## config.mk

```make
export PLATFORM = sky130hd
export DESIGN_NAME = multi_channel_light_fade_sequencer_core_flat
export DESIGN_NICKNAME = d
export VERILOG_FILES = /design/src/rtl/mclfs_pkg.sv /design/src/rtl/mclfs_if.sv /design/src/rtl/mclfs_ram.sv /design/src/rtl/mclfs_cfg.sv /design/src/rtl/mclfs_upd.sv /design/src/rtl/multi_channel_light_fade_sequencer_core.sv /design/src/flat_wrapper.sv
export SDC_FILE = /design/constraint.sdc
export NUM_CORES = 1
export LEC_CHECK = 0
export BUFFER_PORTS_ARGS = -buffer_cell sky130_fd_sc_hd__buf_2
export CAP_MARGIN = 20
export CORE_MARGIN = 4
export CORE_UTILIZATION = 45
export DETAILED_ROUTE_END_ITERATION = 7
export PLACE_DENSITY_LB_ADDON = 0.08
export SKIP_LAST_GASP = 1
export SLEW_MARGIN = 40
export SYNTH_ARGS = -nofsm -noshare
export SYNTH_HDL_FRONTEND = slang
export SYNTH_SLANG_ARGS = --single-unit
```

## constraint.sdc

```tcl
create_clock -name clk -period 8.81 [get_ports clk]
set_input_delay 0.881 -clock clk [delete_from_list [all_inputs] [get_ports clk]]
set_output_delay 0.881 -clock clk [all_outputs]
set_load 0.005 [all_outputs]
```

## src/rtl/mclfs_pkg.sv

```systemverilog
`timescale 1ns / 1ps
// Shared types and constants of the light fade sequencer.
// Used by every other file of the block but mclfs_ram; depends on nothing.
package mclfs_pkg;

	localparam int CHANNELS = 4;
	localparam int CH_W = (CHANNELS > 1) ? $clog2(CHANNELS) : 1;

	// Register file layout: pause lengths first, then fade lengths.
	localparam int NUM_REG_CH = 4;
	localparam int REG_PAUSE_BASE = 0;
	localparam int REG_FADE_BASE = 4;
	localparam int NUM_REGS = 8;
	localparam int CFG_IDX_W = 4;
	localparam int CFG_DATA_W = 16;

	localparam int PAUSE_W = 16;
	localparam int FADE_W = 12;
	localparam int STEP_W = 14;
	localparam int LEVEL_W = 8;
	localparam int OUT_CH_W = 2;

	localparam logic [PAUSE_W-1:0] PAUSE_RST = PAUSE_W'(5);
	localparam logic [FADE_W-1:0] FADE_RST = FADE_W'(5);
	localparam logic [LEVEL_W-1:0] LEVEL_MAX = '1;

	// step = fade * 1000 / 255, as fade * (1000 * ceil(2^30 / 255)) >> 30.
	// Exact for every 12-bit fade length.
	localparam int RECIP_SHIFT = 30;
	localparam logic [31:0] STEP_MULT = 32'd4210753000;
	localparam logic [STEP_W-1:0] STEP_RST = STEP_W'(19);

	typedef struct packed {
		logic               phase_on;
		logic [LEVEL_W-1:0] bright;
		logic [31:0]        phase_start_sec;
		logic [31:0]        step_time_ms;
	} ch_state_t;

	typedef struct packed {
		logic [PAUSE_W-1:0] pause_time;
		logic [FADE_W-1:0]  fade_time;
		logic [STEP_W-1:0]  step_len;
	} ch_cfg_t;

endpackage

```

## src/rtl/mclfs_if.sv

```systemverilog
`timescale 1ns / 1ps
// Handshake channel interfaces: tick input, per-channel result, register write.
// Widths come from mclfs_pkg.
interface mclfs_tick_if;
	logic        valid;
	logic        ready;
	logic [31:0] now_seconds;
	logic [31:0] now_millis;

	modport source (output valid, output now_seconds, output now_millis, input ready);
	modport sink (input valid, input now_seconds, input now_millis, output ready);
endinterface

interface mclfs_res_if;
	logic                              valid;
	logic                              ready;
	logic [mclfs_pkg::OUT_CH_W-1:0]    channel;
	logic [mclfs_pkg::LEVEL_W-1:0]     level;
	logic                              fading_in;
	logic                              last;

	modport source (output valid, output channel, output level, output fading_in,
		output last, input ready);
	modport sink (input valid, input channel, input level, input fading_in,
		input last, output ready);
endinterface

interface mclfs_cfg_if;
	logic                               valid;
	logic                               ready;
	logic [mclfs_pkg::CFG_IDX_W-1:0]    index;
	logic [mclfs_pkg::CFG_DATA_W-1:0]   data;

	modport source (output valid, output index, output data, input ready);
	modport sink (input valid, input index, input data, output ready);
endinterface

```

## src/rtl/mclfs_ram.sv

```systemverilog
`timescale 1ns / 1ps
// Generic single-port-write, single-port-read RAM with registered read data.
// No dependencies.
module mclfs_ram #(
	parameter int WIDTH = 8,
	parameter int DEPTH = 4,
	parameter int ADDR_W = 2
) (
	input  logic              clk,
	input  logic              we,
	input  logic [ADDR_W-1:0] waddr,
	input  logic [WIDTH-1:0]  wdata,
	input  logic              re,
	input  logic [ADDR_W-1:0] raddr,
	output logic [WIDTH-1:0]  rdata
);

	logic [WIDTH-1:0] mem [DEPTH];

	always_ff @(posedge clk) begin
		if (we) begin
			mem[waddr] <= wdata;
		end
	end

	// Read data holds while re is low, so a stalled consumer keeps its operand.
	always_ff @(posedge clk) begin
		if (re) begin
			rdata <= mem[raddr];
		end
	end

endmodule

```

## src/rtl/mclfs_cfg.sv

```systemverilog
`timescale 1ns / 1ps
// Configuration registers: per-channel pause and fade lengths plus the
// precomputed fade step length. Depends on mclfs_pkg and mclfs_cfg_if.
module mclfs_cfg (
	input  logic                        clk,
	input  logic                        arst_n,
	mclfs_cfg_if.sink                   cfg,
	input  logic [mclfs_pkg::CH_W-1:0]  ch,
	output mclfs_pkg::ch_cfg_t          ch_cfg
);

	logic [mclfs_pkg::PAUSE_W-1:0] pause_q [mclfs_pkg::NUM_REG_CH];
	logic [mclfs_pkg::FADE_W-1:0]  fade_q [mclfs_pkg::NUM_REG_CH];
	logic [mclfs_pkg::STEP_W-1:0]  step_q [mclfs_pkg::NUM_REG_CH];
	logic [mclfs_pkg::FADE_W-1:0]  wr_fade;
	logic [43:0]                   step_prod;
	logic [1:0]                    wr_slot;
	logic [1:0]                    rd_slot;
	logic                          wr;

	assign cfg.ready = 1'b1;
	assign wr = cfg.valid & cfg.ready;
	assign wr_fade = cfg.data[mclfs_pkg::FADE_W-1:0];
	assign step_prod = {32'b0, wr_fade} * {12'b0, mclfs_pkg::STEP_MULT};
	assign wr_slot = cfg.index[1:0];

	always_ff @(posedge clk or negedge arst_n) begin
		if (!arst_n) begin
			for (int k = 0; k < mclfs_pkg::NUM_REG_CH; k++) begin
				pause_q[k] <= mclfs_pkg::PAUSE_RST;
				fade_q[k] <= mclfs_pkg::FADE_RST;
				step_q[k] <= mclfs_pkg::STEP_RST;
			end
		end else if (wr) begin
			priority if (cfg.index < mclfs_pkg::CFG_IDX_W'(mclfs_pkg::REG_FADE_BASE)) begin
				pause_q[wr_slot] <= cfg.data[mclfs_pkg::PAUSE_W-1:0];
			end else if (cfg.index < mclfs_pkg::CFG_IDX_W'(mclfs_pkg::NUM_REGS)) begin
				fade_q[wr_slot] <= wr_fade;
				step_q[wr_slot] <=
					step_prod[mclfs_pkg::RECIP_SHIFT +: mclfs_pkg::STEP_W];
			end else begin
				// Writes beyond the register list are dropped.
			end
		end
	end

	assign rd_slot = 2'(ch);
	assign ch_cfg.pause_time = pause_q[rd_slot];
	assign ch_cfg.fade_time = fade_q[rd_slot];
	assign ch_cfg.step_len = step_q[rd_slot];

endmodule

```

## src/rtl/mclfs_upd.sv

```systemverilog
`timescale 1ns / 1ps
// Per-channel update: phase timing and level step for one channel entry.
// Depends on mclfs_pkg.
module mclfs_upd (
	input  mclfs_pkg::ch_state_t cur,
	input  mclfs_pkg::ch_cfg_t   ch_cfg,
	input  logic [31:0]          sec,
	input  logic [31:0]          ms,
	output mclfs_pkg::ch_state_t nxt
);

	logic [31:0] since_step;
	logic [31:0] since_phase;

	assign since_step = ms - cur.step_time_ms;
	assign since_phase = sec - cur.phase_start_sec;

	always_comb begin
		nxt = cur;
		if (!cur.phase_on) begin
			// Pause: fall by one whenever the millisecond time has moved on.
			if (since_step != 32'd0 && cur.bright != '0) begin
				nxt.bright = cur.bright - 1'b1;
			end
			if (since_phase >= {16'b0, ch_cfg.pause_time}) begin
				nxt.phase_on = 1'b1;
				nxt.phase_start_sec = sec;
			end
		end else begin
			if (since_step >= {18'b0, ch_cfg.step_len} &&
				cur.bright != mclfs_pkg::LEVEL_MAX) begin
				nxt.bright = cur.bright + 1'b1;
				nxt.step_time_ms = ms;
			end
			if (since_phase >= {20'b0, ch_cfg.fade_time}) begin
				nxt.phase_on = 1'b0;
				nxt.phase_start_sec = sec;
			end
		end
	end

endmodule

```

## src/rtl/multi_channel_light_fade_sequencer_core.sv

```systemverilog
`timescale 1ns / 1ps
// Light fade sequencer top level. Channel state lives in a RAM; its registered
// read data feeds the update stage. After a tick is accepted, each channel is
// read and updated in turn; the next tick is taken only once the last channel
// has left the update stage. Each result is registered at the output.
// Output stalls hold the update stage. Reset clears control and restores the
// default register values; channel state reads as zero until first written.
module multi_channel_light_fade_sequencer_core (
	input  logic        clk,
	input  logic        arst_n,
	mclfs_tick_if.sink  tick,
	mclfs_res_if.source res,
	mclfs_cfg_if.sink   cfg
);

	typedef enum logic {ST_IDLE, ST_RUN} seq_state_t;

	localparam int ST_W = $bits(mclfs_pkg::ch_state_t);
	localparam logic [mclfs_pkg::CH_W-1:0] LAST_CH = mclfs_pkg::CH_W'(mclfs_pkg::CHANNELS - 1);

	seq_state_t                    state_q;
	logic [mclfs_pkg::CH_W-1:0]    rd_ch_q;
	logic [31:0]                   sec_q;
	logic [31:0]                   ms_q;
	logic                          valid_s1;
	logic [mclfs_pkg::CH_W-1:0]    ch_s1;
	logic                          rvld_s1;
	logic [mclfs_pkg::CHANNELS-1:0] ent_vld_q;
	logic                          out_valid_q;
	logic [mclfs_pkg::OUT_CH_W-1:0] out_ch_q;
	logic [mclfs_pkg::LEVEL_W-1:0] out_level_q;
	logic                          out_fade_q;
	logic                          out_last_q;

	logic                          tick_acc;
	logic                          iss;
	logic                          adv;
	logic [ST_W-1:0]               ram_rdata;
	mclfs_pkg::ch_state_t          cur;
	mclfs_pkg::ch_state_t          nxt;
	mclfs_pkg::ch_cfg_t            ch_cfg;

	assign tick.ready = (state_q == ST_IDLE) && !valid_s1;
	assign tick_acc = tick.valid & tick.ready;
	assign adv = valid_s1 && (!out_valid_q || res.ready);
	assign iss = (state_q == ST_RUN) && (!valid_s1 || adv);

	mclfs_ram #(
		.WIDTH (ST_W),
		.DEPTH (mclfs_pkg::CHANNELS),
		.ADDR_W(mclfs_pkg::CH_W)
	) u_ram (
		.clk  (clk),
		.we   (adv),
		.waddr(ch_s1),
		.wdata(nxt),
		.re   (iss),
		.raddr(rd_ch_q),
		.rdata(ram_rdata)
	);

	mclfs_cfg u_cfg (
		.clk   (clk),
		.arst_n(arst_n),
		.cfg   (cfg),
		.ch    (ch_s1),
		.ch_cfg(ch_cfg)
	);

	// Entries never written since reset read as the all-zero reset state.
	assign cur = rvld_s1 ? mclfs_pkg::ch_state_t'(ram_rdata) : '0;

	mclfs_upd u_upd (
		.cur   (cur),
		.ch_cfg(ch_cfg),
		.sec   (sec_q),
		.ms    (ms_q),
		.nxt   (nxt)
	);

	always_ff @(posedge clk or negedge arst_n) begin
		if (!arst_n) begin
			state_q <= ST_IDLE;
			rd_ch_q <= '0;
			valid_s1 <= 1'b0;
			ent_vld_q <= '0;
			out_valid_q <= 1'b0;
		end else begin
			if (tick_acc) begin
				state_q <= ST_RUN;
				rd_ch_q <= '0;
			end else if (iss) begin
				if (rd_ch_q == LAST_CH) begin
					state_q <= ST_IDLE;
					rd_ch_q <= '0;
				end else begin
					rd_ch_q <= rd_ch_q + 1'b1;
				end
			end

			if (iss) begin
				valid_s1 <= 1'b1;
			end else if (adv) begin
				valid_s1 <= 1'b0;
			end

			if (adv) begin
				ent_vld_q[ch_s1] <= 1'b1;
				out_valid_q <= 1'b1;
			end else if (res.ready) begin
				out_valid_q <= 1'b0;
			end
		end
	end

	always_ff @(posedge clk) begin
		if (tick_acc) begin
			sec_q <= tick.now_seconds;
			ms_q <= tick.now_millis;
		end
		if (iss) begin
			ch_s1 <= rd_ch_q;
			rvld_s1 <= ent_vld_q[rd_ch_q];
		end
		if (adv) begin
			out_ch_q <= mclfs_pkg::OUT_CH_W'(ch_s1);
			out_level_q <= nxt.bright;
			out_fade_q <= nxt.phase_on;
			out_last_q <= (ch_s1 == LAST_CH);
		end
	end

	assign res.valid = out_valid_q;
	assign res.channel = out_ch_q;
	assign res.level = out_level_q;
	assign res.fading_in = out_fade_q;
	assign res.last = out_last_q;

`ifndef NO_ASSERTIONS
	a_stall_holds: assert property (@(posedge clk) disable iff (!arst_n)
		valid_s1 && !adv |=> valid_s1 && $stable(ch_s1))
		else $error("update stage lost its entry during an output stall");

	a_tick_start: assert property (@(posedge clk) disable iff (!arst_n)
		tick_acc |=> state_q == ST_RUN && rd_ch_q == '0)
		else $error("tick transaction did not restart the channel sweep");

	a_last_marked: assert property (@(posedge clk) disable iff (!arst_n)
		adv && ch_s1 == LAST_CH |=> res.valid && res.last)
		else $error("final channel result not marked last");
`endif

endmodule
```

## src/flat_wrapper.sv

```systemverilog
// flat-port wrapper written by rule: the top's interface ports become plain ports
module multi_channel_light_fade_sequencer_core_flat 
  (clk, arst_n, tick_valid, tick_now_seconds, tick_now_millis, tick_ready, res_valid, res_channel, res_level, res_fading_in, res_last, res_ready, cfg_valid, cfg_index, cfg_data, cfg_ready);
  mclfs_tick_if tick_i ();
  mclfs_res_if res_i ();
  mclfs_cfg_if cfg_i ();
  input  logic clk;
  input  logic arst_n;
  input wire logic [$bits(tick_i.valid)-1:0] tick_valid;
  input wire logic [$bits(tick_i.now_seconds)-1:0] tick_now_seconds;
  input wire logic [$bits(tick_i.now_millis)-1:0] tick_now_millis;
  output wire logic [$bits(tick_i.ready)-1:0] tick_ready;
  output wire logic [$bits(res_i.valid)-1:0] res_valid;
  output wire logic [$bits(res_i.channel)-1:0] res_channel;
  output wire logic [$bits(res_i.level)-1:0] res_level;
  output wire logic [$bits(res_i.fading_in)-1:0] res_fading_in;
  output wire logic [$bits(res_i.last)-1:0] res_last;
  input wire logic [$bits(res_i.ready)-1:0] res_ready;
  input wire logic [$bits(cfg_i.valid)-1:0] cfg_valid;
  input wire logic [$bits(cfg_i.index)-1:0] cfg_index;
  input wire logic [$bits(cfg_i.data)-1:0] cfg_data;
  output wire logic [$bits(cfg_i.ready)-1:0] cfg_ready;
  assign tick_i.valid = tick_valid;
  assign tick_i.now_seconds = tick_now_seconds;
  assign tick_i.now_millis = tick_now_millis;
  assign tick_ready = tick_i.ready;
  assign res_valid = res_i.valid;
  assign res_channel = res_i.channel;
  assign res_level = res_i.level;
  assign res_fading_in = res_i.fading_in;
  assign res_last = res_i.last;
  assign res_i.ready = res_ready;
  assign cfg_i.valid = cfg_valid;
  assign cfg_i.index = cfg_index;
  assign cfg_i.data = cfg_data;
  assign cfg_ready = cfg_i.ready;
  multi_channel_light_fade_sequencer_core u_core (.clk(clk), .arst_n(arst_n), .tick(tick_i), .res(res_i), .cfg(cfg_i));
endmodule
```

After elaboration in Yosys (flattened, before gate mapping)
Memories as Yosys holds them, arrays and structs flattened. A register that Yosys moved wholly into a read port is not among the register bits.
Index checks and enable logic that the tools add are counted.
W data, S select, Z words.
{"block": "word_totals", "mem_count": 1, "register_bits": 256, "output_inout_bits": 15, "elab_cells": 116, "mem_bits_rw": 292}
{"name": "u_core.u_ram.mem", "depth": 4, "width": 73, "read_ports": 1, "rd_ports_with_merged_regs": 1, "write_ports": 1, "line": "mclfs_ram.sv:18", "source": "logic [WIDTH-1:0] mem [DEPTH];"}
{"block": "op_classes", "add_sub_neg": 5, "n_mul": 1, "muxes": 44, "n_eq_ne": 3, "bitwise_logic": 6, "magnitude_cmp": 11, "n_reduce_logical": 20}
{"op": "$mux W32", "count": 4}
{"op": "$mux W73", "count": 1}
{"op": "$bwmux W64", "count": 1}
{"op": "$sub A32 B32 Y32", "count": 2}
{"op": "$bwmux W56", "count": 1}
{"op": "$bwmux W48", "count": 1}
{"op": "$mux W16", "count": 3}
{"op": "$mux W14", "count": 3}
{"op": "$mul A12 B29 Y41 const B", "count": 1}
{"op": "$mux W41", "count": 1}
{"op": "$mux W12", "count": 3}
{"op": "$bmux W16 S2", "count": 1}
{"op": "$demux W16 S2", "count": 1}
{"op": "$ge A32 B12 Y1", "count": 1}
{"op": "$ge A32 B14 Y1", "count": 1}
{"op": "$ge A32 B16 Y1", "count": 1}
{"op": "$reduce_bool A32 Y1", "count": 1}
{"op": "$bmux W14 S2", "count": 1}
{"op": "$demux W14 S2", "count": 1}
{"op": "$bmux W12 S2", "count": 1}
{"op": "$demux W12 S2", "count": 1}
{"op": "$mux W8", "count": 2}
{"op": "$mux W1", "count": 13}
{"op": "$add A8 B1 Y8 const B", "count": 1}
{"op": "other kinds (24)", "count": 43}

Longest topological paths before layout
{"block": "depth", "ltp_word": 8, "ltp_mapped": 24}

Cells and area by module
A second synthesis with hierarchy kept.
{"block": "unflattened", "hier_cells": 2824, "hier_area_um2": 35731.8}
{"module": "mclfs_cfg", "area_each_um2": 13188.9, "instances": 1, "seq_area_each_um2": 4239.1, "cells_each": 1221}
{"module": "mclfs_ram", "area_each_um2": 12831.1, "instances": 1, "seq_area_each_um2": 10960.5, "cells_each": 458}
{"module": "mclfs_upd", "area_each_um2": 6417.4, "instances": 1, "seq_area_each_um2": 0.0, "cells_each": 949}
{"module": "multi_channel_light_fade_sequencer_core", "area_each_um2": 3294.4, "instances": 1, "seq_area_each_um2": 2597.5, "cells_each": 196}

Least setup slack after synthesis
Ideal clock, no wire load.
{"block": "synth_timing", "kind": "register to register", "startpoint": "register u_core.ch_s1[0] in the netlist's numbering", "endpoint": "register u_core.ent_vld_q[1] in the netlist's numbering", "t_required_ps": 8712, "n_path_buf": 2, "slack_ps": 1474, "stages_incl_launch_ff": 5, "arrival_ps": 7238, "path_cell_list": "edfxtp_1 clkbuf_1 clkbuf_1 nor3b_1 or2_2"}
{"block": "synth_between", "elab_chain_cells": 5, "elab_cells_between_ends": 6}
{"item": "start: declaration", "line": "multi_channel_light_fade_sequencer_core.sv:26", "source": "logic [mclfs_pkg::CH_W-1:0] ch_s1;"}
{"item": "start signal: assignment", "line": "multi_channel_light_fade_sequencer_core.sv:122", "source": "ch_s1 <= rd_ch_q;"}
{"item": "$lt A2 B3 Y1 (not written as such) or $ge A2 B1 Y1 (tied branches)", "line": "multi_channel_light_fade_sequencer_core.sv:108", "source": "ent_vld_q[ch_s1] <= 1'b1;"}
{"item": "$logic_and A1 B1 Y1 (not written as such)", "line": "multi_channel_light_fade_sequencer_core.sv:108"}
{"item": "$mux W1 (not written as such)", "line": "multi_channel_light_fade_sequencer_core.sv:108"}
{"item": "$demux W1 S2 *"}
{"item": "$or A4 B4 Y4 (no line) *"}
{"item": "end signal: assignment", "line": "multi_channel_light_fade_sequencer_core.sv:86", "source": "ent_vld_q <= '0;"}
{"item": "end signal: indexed assignment", "line": "multi_channel_light_fade_sequencer_core.sv:108"}
{"item": "end: declaration", "line": "multi_channel_light_fade_sequencer_core.sv:28", "source": "logic [mclfs_pkg::CHANNELS-1:0] ent_vld_q;"}
Every way passes the cells marked *; elsewhere a longest branch is shown, timed or not.
A chain may end at the register's enable or synchronous reset.

Worst setup path after layout
{"block": "layout_timing", "startpoint": "input port cfg_data[10]", "endpoint": "register u_core.u_cfg.step_q[10] in the netlist's numbering"}
{"block": "layout_between", "elab_chain_cells": 2}
{"item": "start: declaration", "line": "flat_wrapper.sv:21", "source": "input wire logic [$bits(cfg_i.data)-1:0] cfg_data;"}
{"item": "$mul A12 B29 Y41", "line": "mclfs_cfg.sv:24", "source": "assign step_prod = {32'b0, wr_fade} * {12'b0, mclfs_pkg::STEP_MULT};"}
{"item": "$bwmux W56", "line": "mclfs_cfg.sv:39", "source": "step_q[wr_slot] <="}
{"item": "end signal: indexed assignment", "line": "mclfs_cfg.sv:32", "source": "step_q[k] <= mclfs_pkg::STEP_RST;"}
{"item": "end signal: indexed assignment", "line": "mclfs_cfg.sv:39"}
{"item": "end: declaration", "line": "mclfs_cfg.sv:14", "source": "logic [mclfs_pkg::STEP_W-1:0] step_q [mclfs_pkg::NUM_REG_CH];"}
Every way passes these cells.

==> results.md <==
* Outcome: finished clean
* Drt via density at 5.484
* Crit path to: u_core.u_cfg.step_q[10]
* Post-Synth Adder-Cell Area at 0.1457
* Clock Path Buffers at 3
* Post_cts resized at 0
* Area contributors post-synth: edfxtp_1 38%, dfrtp_1 11%, fa_1 7.7%
* Library cells used by synthesis at 95
* Detail Route Antenna Nets at 0
* Synth Warn # at 0
* CP max stage cell: fa_1
* Inserted Diodes at 0
* Initial antenna violation count at 0
* EDFF count, synth at 444
* Layout area overhead at 11.44%
* Fin area at 0.03898 mm2
* DR iter-0 viols at 1215
* Routed wire length at 82430 um
* Period utilisation layout at 0.8289
* Endpoints failing setup at 0
* F_max at 0.1369 GHz
* Main flop type after synthesis: edfxtp_1
* Rows at 101
* Xor and xnor fraction of the mapped netlist area at 0.01377
* Die Height at 286.8 um
* Clock transition at path regs at 0.06 ns
* Clock insertion delay at the later pin of the skew report at 0.61 ns
* Worst Setup End Kind: register
* R2r startpoint: u_core.rvld_s1
* All-layer global routing usage at 0.2029
* Final min period at 7.303 ns
* Setup bufs post-CTS at 0
* Pleak at 15.90 nW
* TritonCTS clock tree: yes
* Yosys top cell area share at 0.3812
* Filler cells at 6663
* Max cap viols at 0
* Layout cells sized above 1 at 0.2147
* Max-Slew Margin vs Limit at 0.4849
* WP data arrival at 7.76 ns
* Cells along the critical path: buf_2, inv_1, fa_1, inv_1, fa_1, fa_1, fa_1, inv_1, fa_1, inv_1, ha_1, a21o_1, a211o_1, a311oi_1, nor3_1, o22a_1, a21o_1, a221oi_4, o311ai_1, a21oi_1, xor2_1, mux2i_1
* Initial Utilization at 0.4575
* Power per cell area at 420.3 mW/mm2
* Compound-gate portion of the synthesized area at 0.08181
* Syn_nets at 3039
* Mux contribution to synthesized area at 0.1260
* Reg-to-reg slack, setup at 2.27 ns
* WS Path Type: in -> reg
* Placer Congestion at 0.9118
* Ports at 104
* Avg Inst Size Synth at 13.33 um2
* Cells on worst reg2reg path at 20
* Critical R2R Capture: u_core.u_ram.mem[3][10]
* CTS Buf Count at 69
* First-pass GRT wire length at 129300 um
* Crit-path most repeated cell: fa_1
* Cell count after synthesis at 2623
* Worst EP required at 9.27 ns
* H-tree levels at 3
* CP max stage delay at 0.74 ns
* Fin. Hold Viols at 0
* Synth cell count leaders: 444 x edfxtp_1, 355 x inv_1, 194 x nand2_1, 193 x ha_1, 149 x dfrtp_1
* Avg WL per Cell at 21.63 um
* Fin nets at 3142
* CP max FO at 9
* Drt first pass iters at 5
* DIE WIDTH at 286.8 um
* Port Buffer Count at 102
* Worst-Margin Slew at 0.7727 ns
* CTS root buffer: clkbuf_16
* Die area at 0.08225 mm2
* Most frequent cell after synthesis: edfxtp_1
* Peak VDD IR at 0.2522 mV
* Area of the core at 0.07645 mm2
* Seq cells post-synth at 621
* Finished Core Util at 0.5098
* Total power at 0.01638 W
* Num Clock Sinks at 621
* Async S/R FF share, synth at 0.2850
* HP Class: in -> async
* Worst hold slack at 0.2938 ns
* Post-Syn Area at 0.03498 mm2
* CP startpoint kind: input port
* Seq/Total Area, Yosys at 0.5088
* Synth Area in Simple Gates at 0.07183
* Setup TNS Final at 0 ns
* Area leader, netlist: edfxtp_1
* Maximum number of pins on one net before global-route repair at 111
* Detailed-route via count at 20890
* # hold bufs at CTS at 0
* Final Max Tran Viols at 0
* Placed inst area at 0.03662 mm2
* RSZ-0062 raised after global routing: false
* Largest family of logic cells by synthesized area: adder cells
* Hpwl dp at 56980 um
* Total congestion overflow at 0
* Worst Skew at 0.02507 ns
* Vias in the first global route at 22340
* Drc violations at 0
* Crit path from: cfg_data[10]
==> cells by family after synthesis <==
logic type | after synthesis
compound gates | 415
xor+xnor | 55
fa+ha+maj | 327
buf+inv | 451
flops | 621
mux | 280
other cells | 1
simple gates | 473
==> where the power goes <==
part	internal [W]	leakage (nW)	switching (W)
registers	0.00440	6.22	0.000390
clock network	0.00177	1.14	0.00119
logic	0.00355	8.54	0.00508
total	0.00972	15.9	0.00666
==> area by class of cell <==
type | instances | area (um2) | share of cell area
clock inverters | 34 | 439.2 | 0.01127
repair buffers | 128 | 785.8 | 0.02016
flip-flops and latches | 621 | 17800 | 0.4568
well taps | 1030 | 1289 | 0.03306
clock buffers | 91 | 1901 | 0.04876
inverters | 355 | 1334 | 0.03422
multi-input cells | 1551 | 15420 | 0.3957
==> worst min path at each step <==
stage / to / startpoint
floorplan: u_core.res.channel[0] / u_core.ch_s1[0]
global placement: u_core.ent_vld_q[2] / u_core.ent_vld_q[2]
CTS: u_core.u_cfg.pause_q[29] / arst_n
global route: u_core.u_cfg.pause_q[29] / arst_n
finish: u_core.u_cfg.pause_q[29] / arst_n
detailed placement: u_core.ent_vld_q[1] / u_core.ent_vld_q[1]
==> placed cells by master (no fill, tap or decap), types with 11 or more instances in the layout <==
| cell | instances |
|---|---|
| o21ai_1 | 11 |
| buf_2 | 101 |
| xor2_1 | 16 |
| nand2_1 | 192 |
| o211ai_1 | 11 |
| mux2_2 | 120 |
| inv_1 | 354 |
| nand2b_1 | 12 |
| o21ai_0 | 97 |
| nand3_1 | 21 |
| ha_1 | 193 |
| nand3_2 | 28 |
| and3_1 | 18 |
| and2_1 | 19 |
| dfrtp_1 | 147 |
| edfxtp_1 | 444 |
| dfstp_2 | 28 |
| a21o_1 | 51 |
| xnor2_1 | 39 |
| nor3_1 | 24 |
| buf_4 | 15 |
| fa_1 | 134 |
| mux4_2 | 116 |
| clkbuf_1 | 14 |
| o21a_1 | 19 |
| nor2b_1 | 11 |
| nand4_1 | 24 |
| clkbuf_16 | 70 |
| o21ai_2 | 29 |
| nor2_1 | 52 |
| mux2i_1 | 43 |
| a21oi_1 | 83 |
==> critical path, delay by kind of cell <==
| family | cells | cell delay (ns) |
|---|---|---|
| adder cells (fa/ha/maj) | 6 | 3.21 |
| AO/OA/AOI/OAI | 8 | 2.25 |
| buffers and inverters | 5 | 0.79 |
| XOR/XNOR | 1 | 0.30 |
| AND/OR/NAND/NOR | 1 | 0.18 |
| multiplexers | 1 | 0.14 |
==> state kept, by name, summed over array words and instances, names as in the netlist <==
signal	flops
u_core.valid_s1	1
u_core.u_ram.mem	292
u_core.res.last	1
u_core.u_cfg.pause_q	64
u_core.sec_q	32
u_core.ch_s1	2
u_core.rvld_s1	1
u_core.res.fading_in	1
u_core.u_cfg.fade_q	48
u_core.res.level	8
u_core.res.valid	1
u_core.u_cfg.step_q	56
u_core.rd_ch_q	2
u_core.u_ram.rdata	73
u_core.state_q	1
u_core.res.channel	2
u_core.ms_q	32
u_core.ent_vld_q	4
==> layer usage <==
layer  track usage  routed length, um  share of wire
met5             0                  0              0
met4       0.05687               2129          0.026
met3       0.02934               3214          0.039
met2        0.3424              40500           0.49
met1        0.2763              36580           0.44
==> metrics by stage <==
step	setup WS, ns	std cells
3_5_place_dp	0.8580	3685
6_report	1.507	3810
4_1_cts	1.465	3810
2_1_floorplan	1.474	2623
3_3_place_gp	1.047	3683
5_1_grt	1.046	3810
Power figures use the tool's default switching activity.
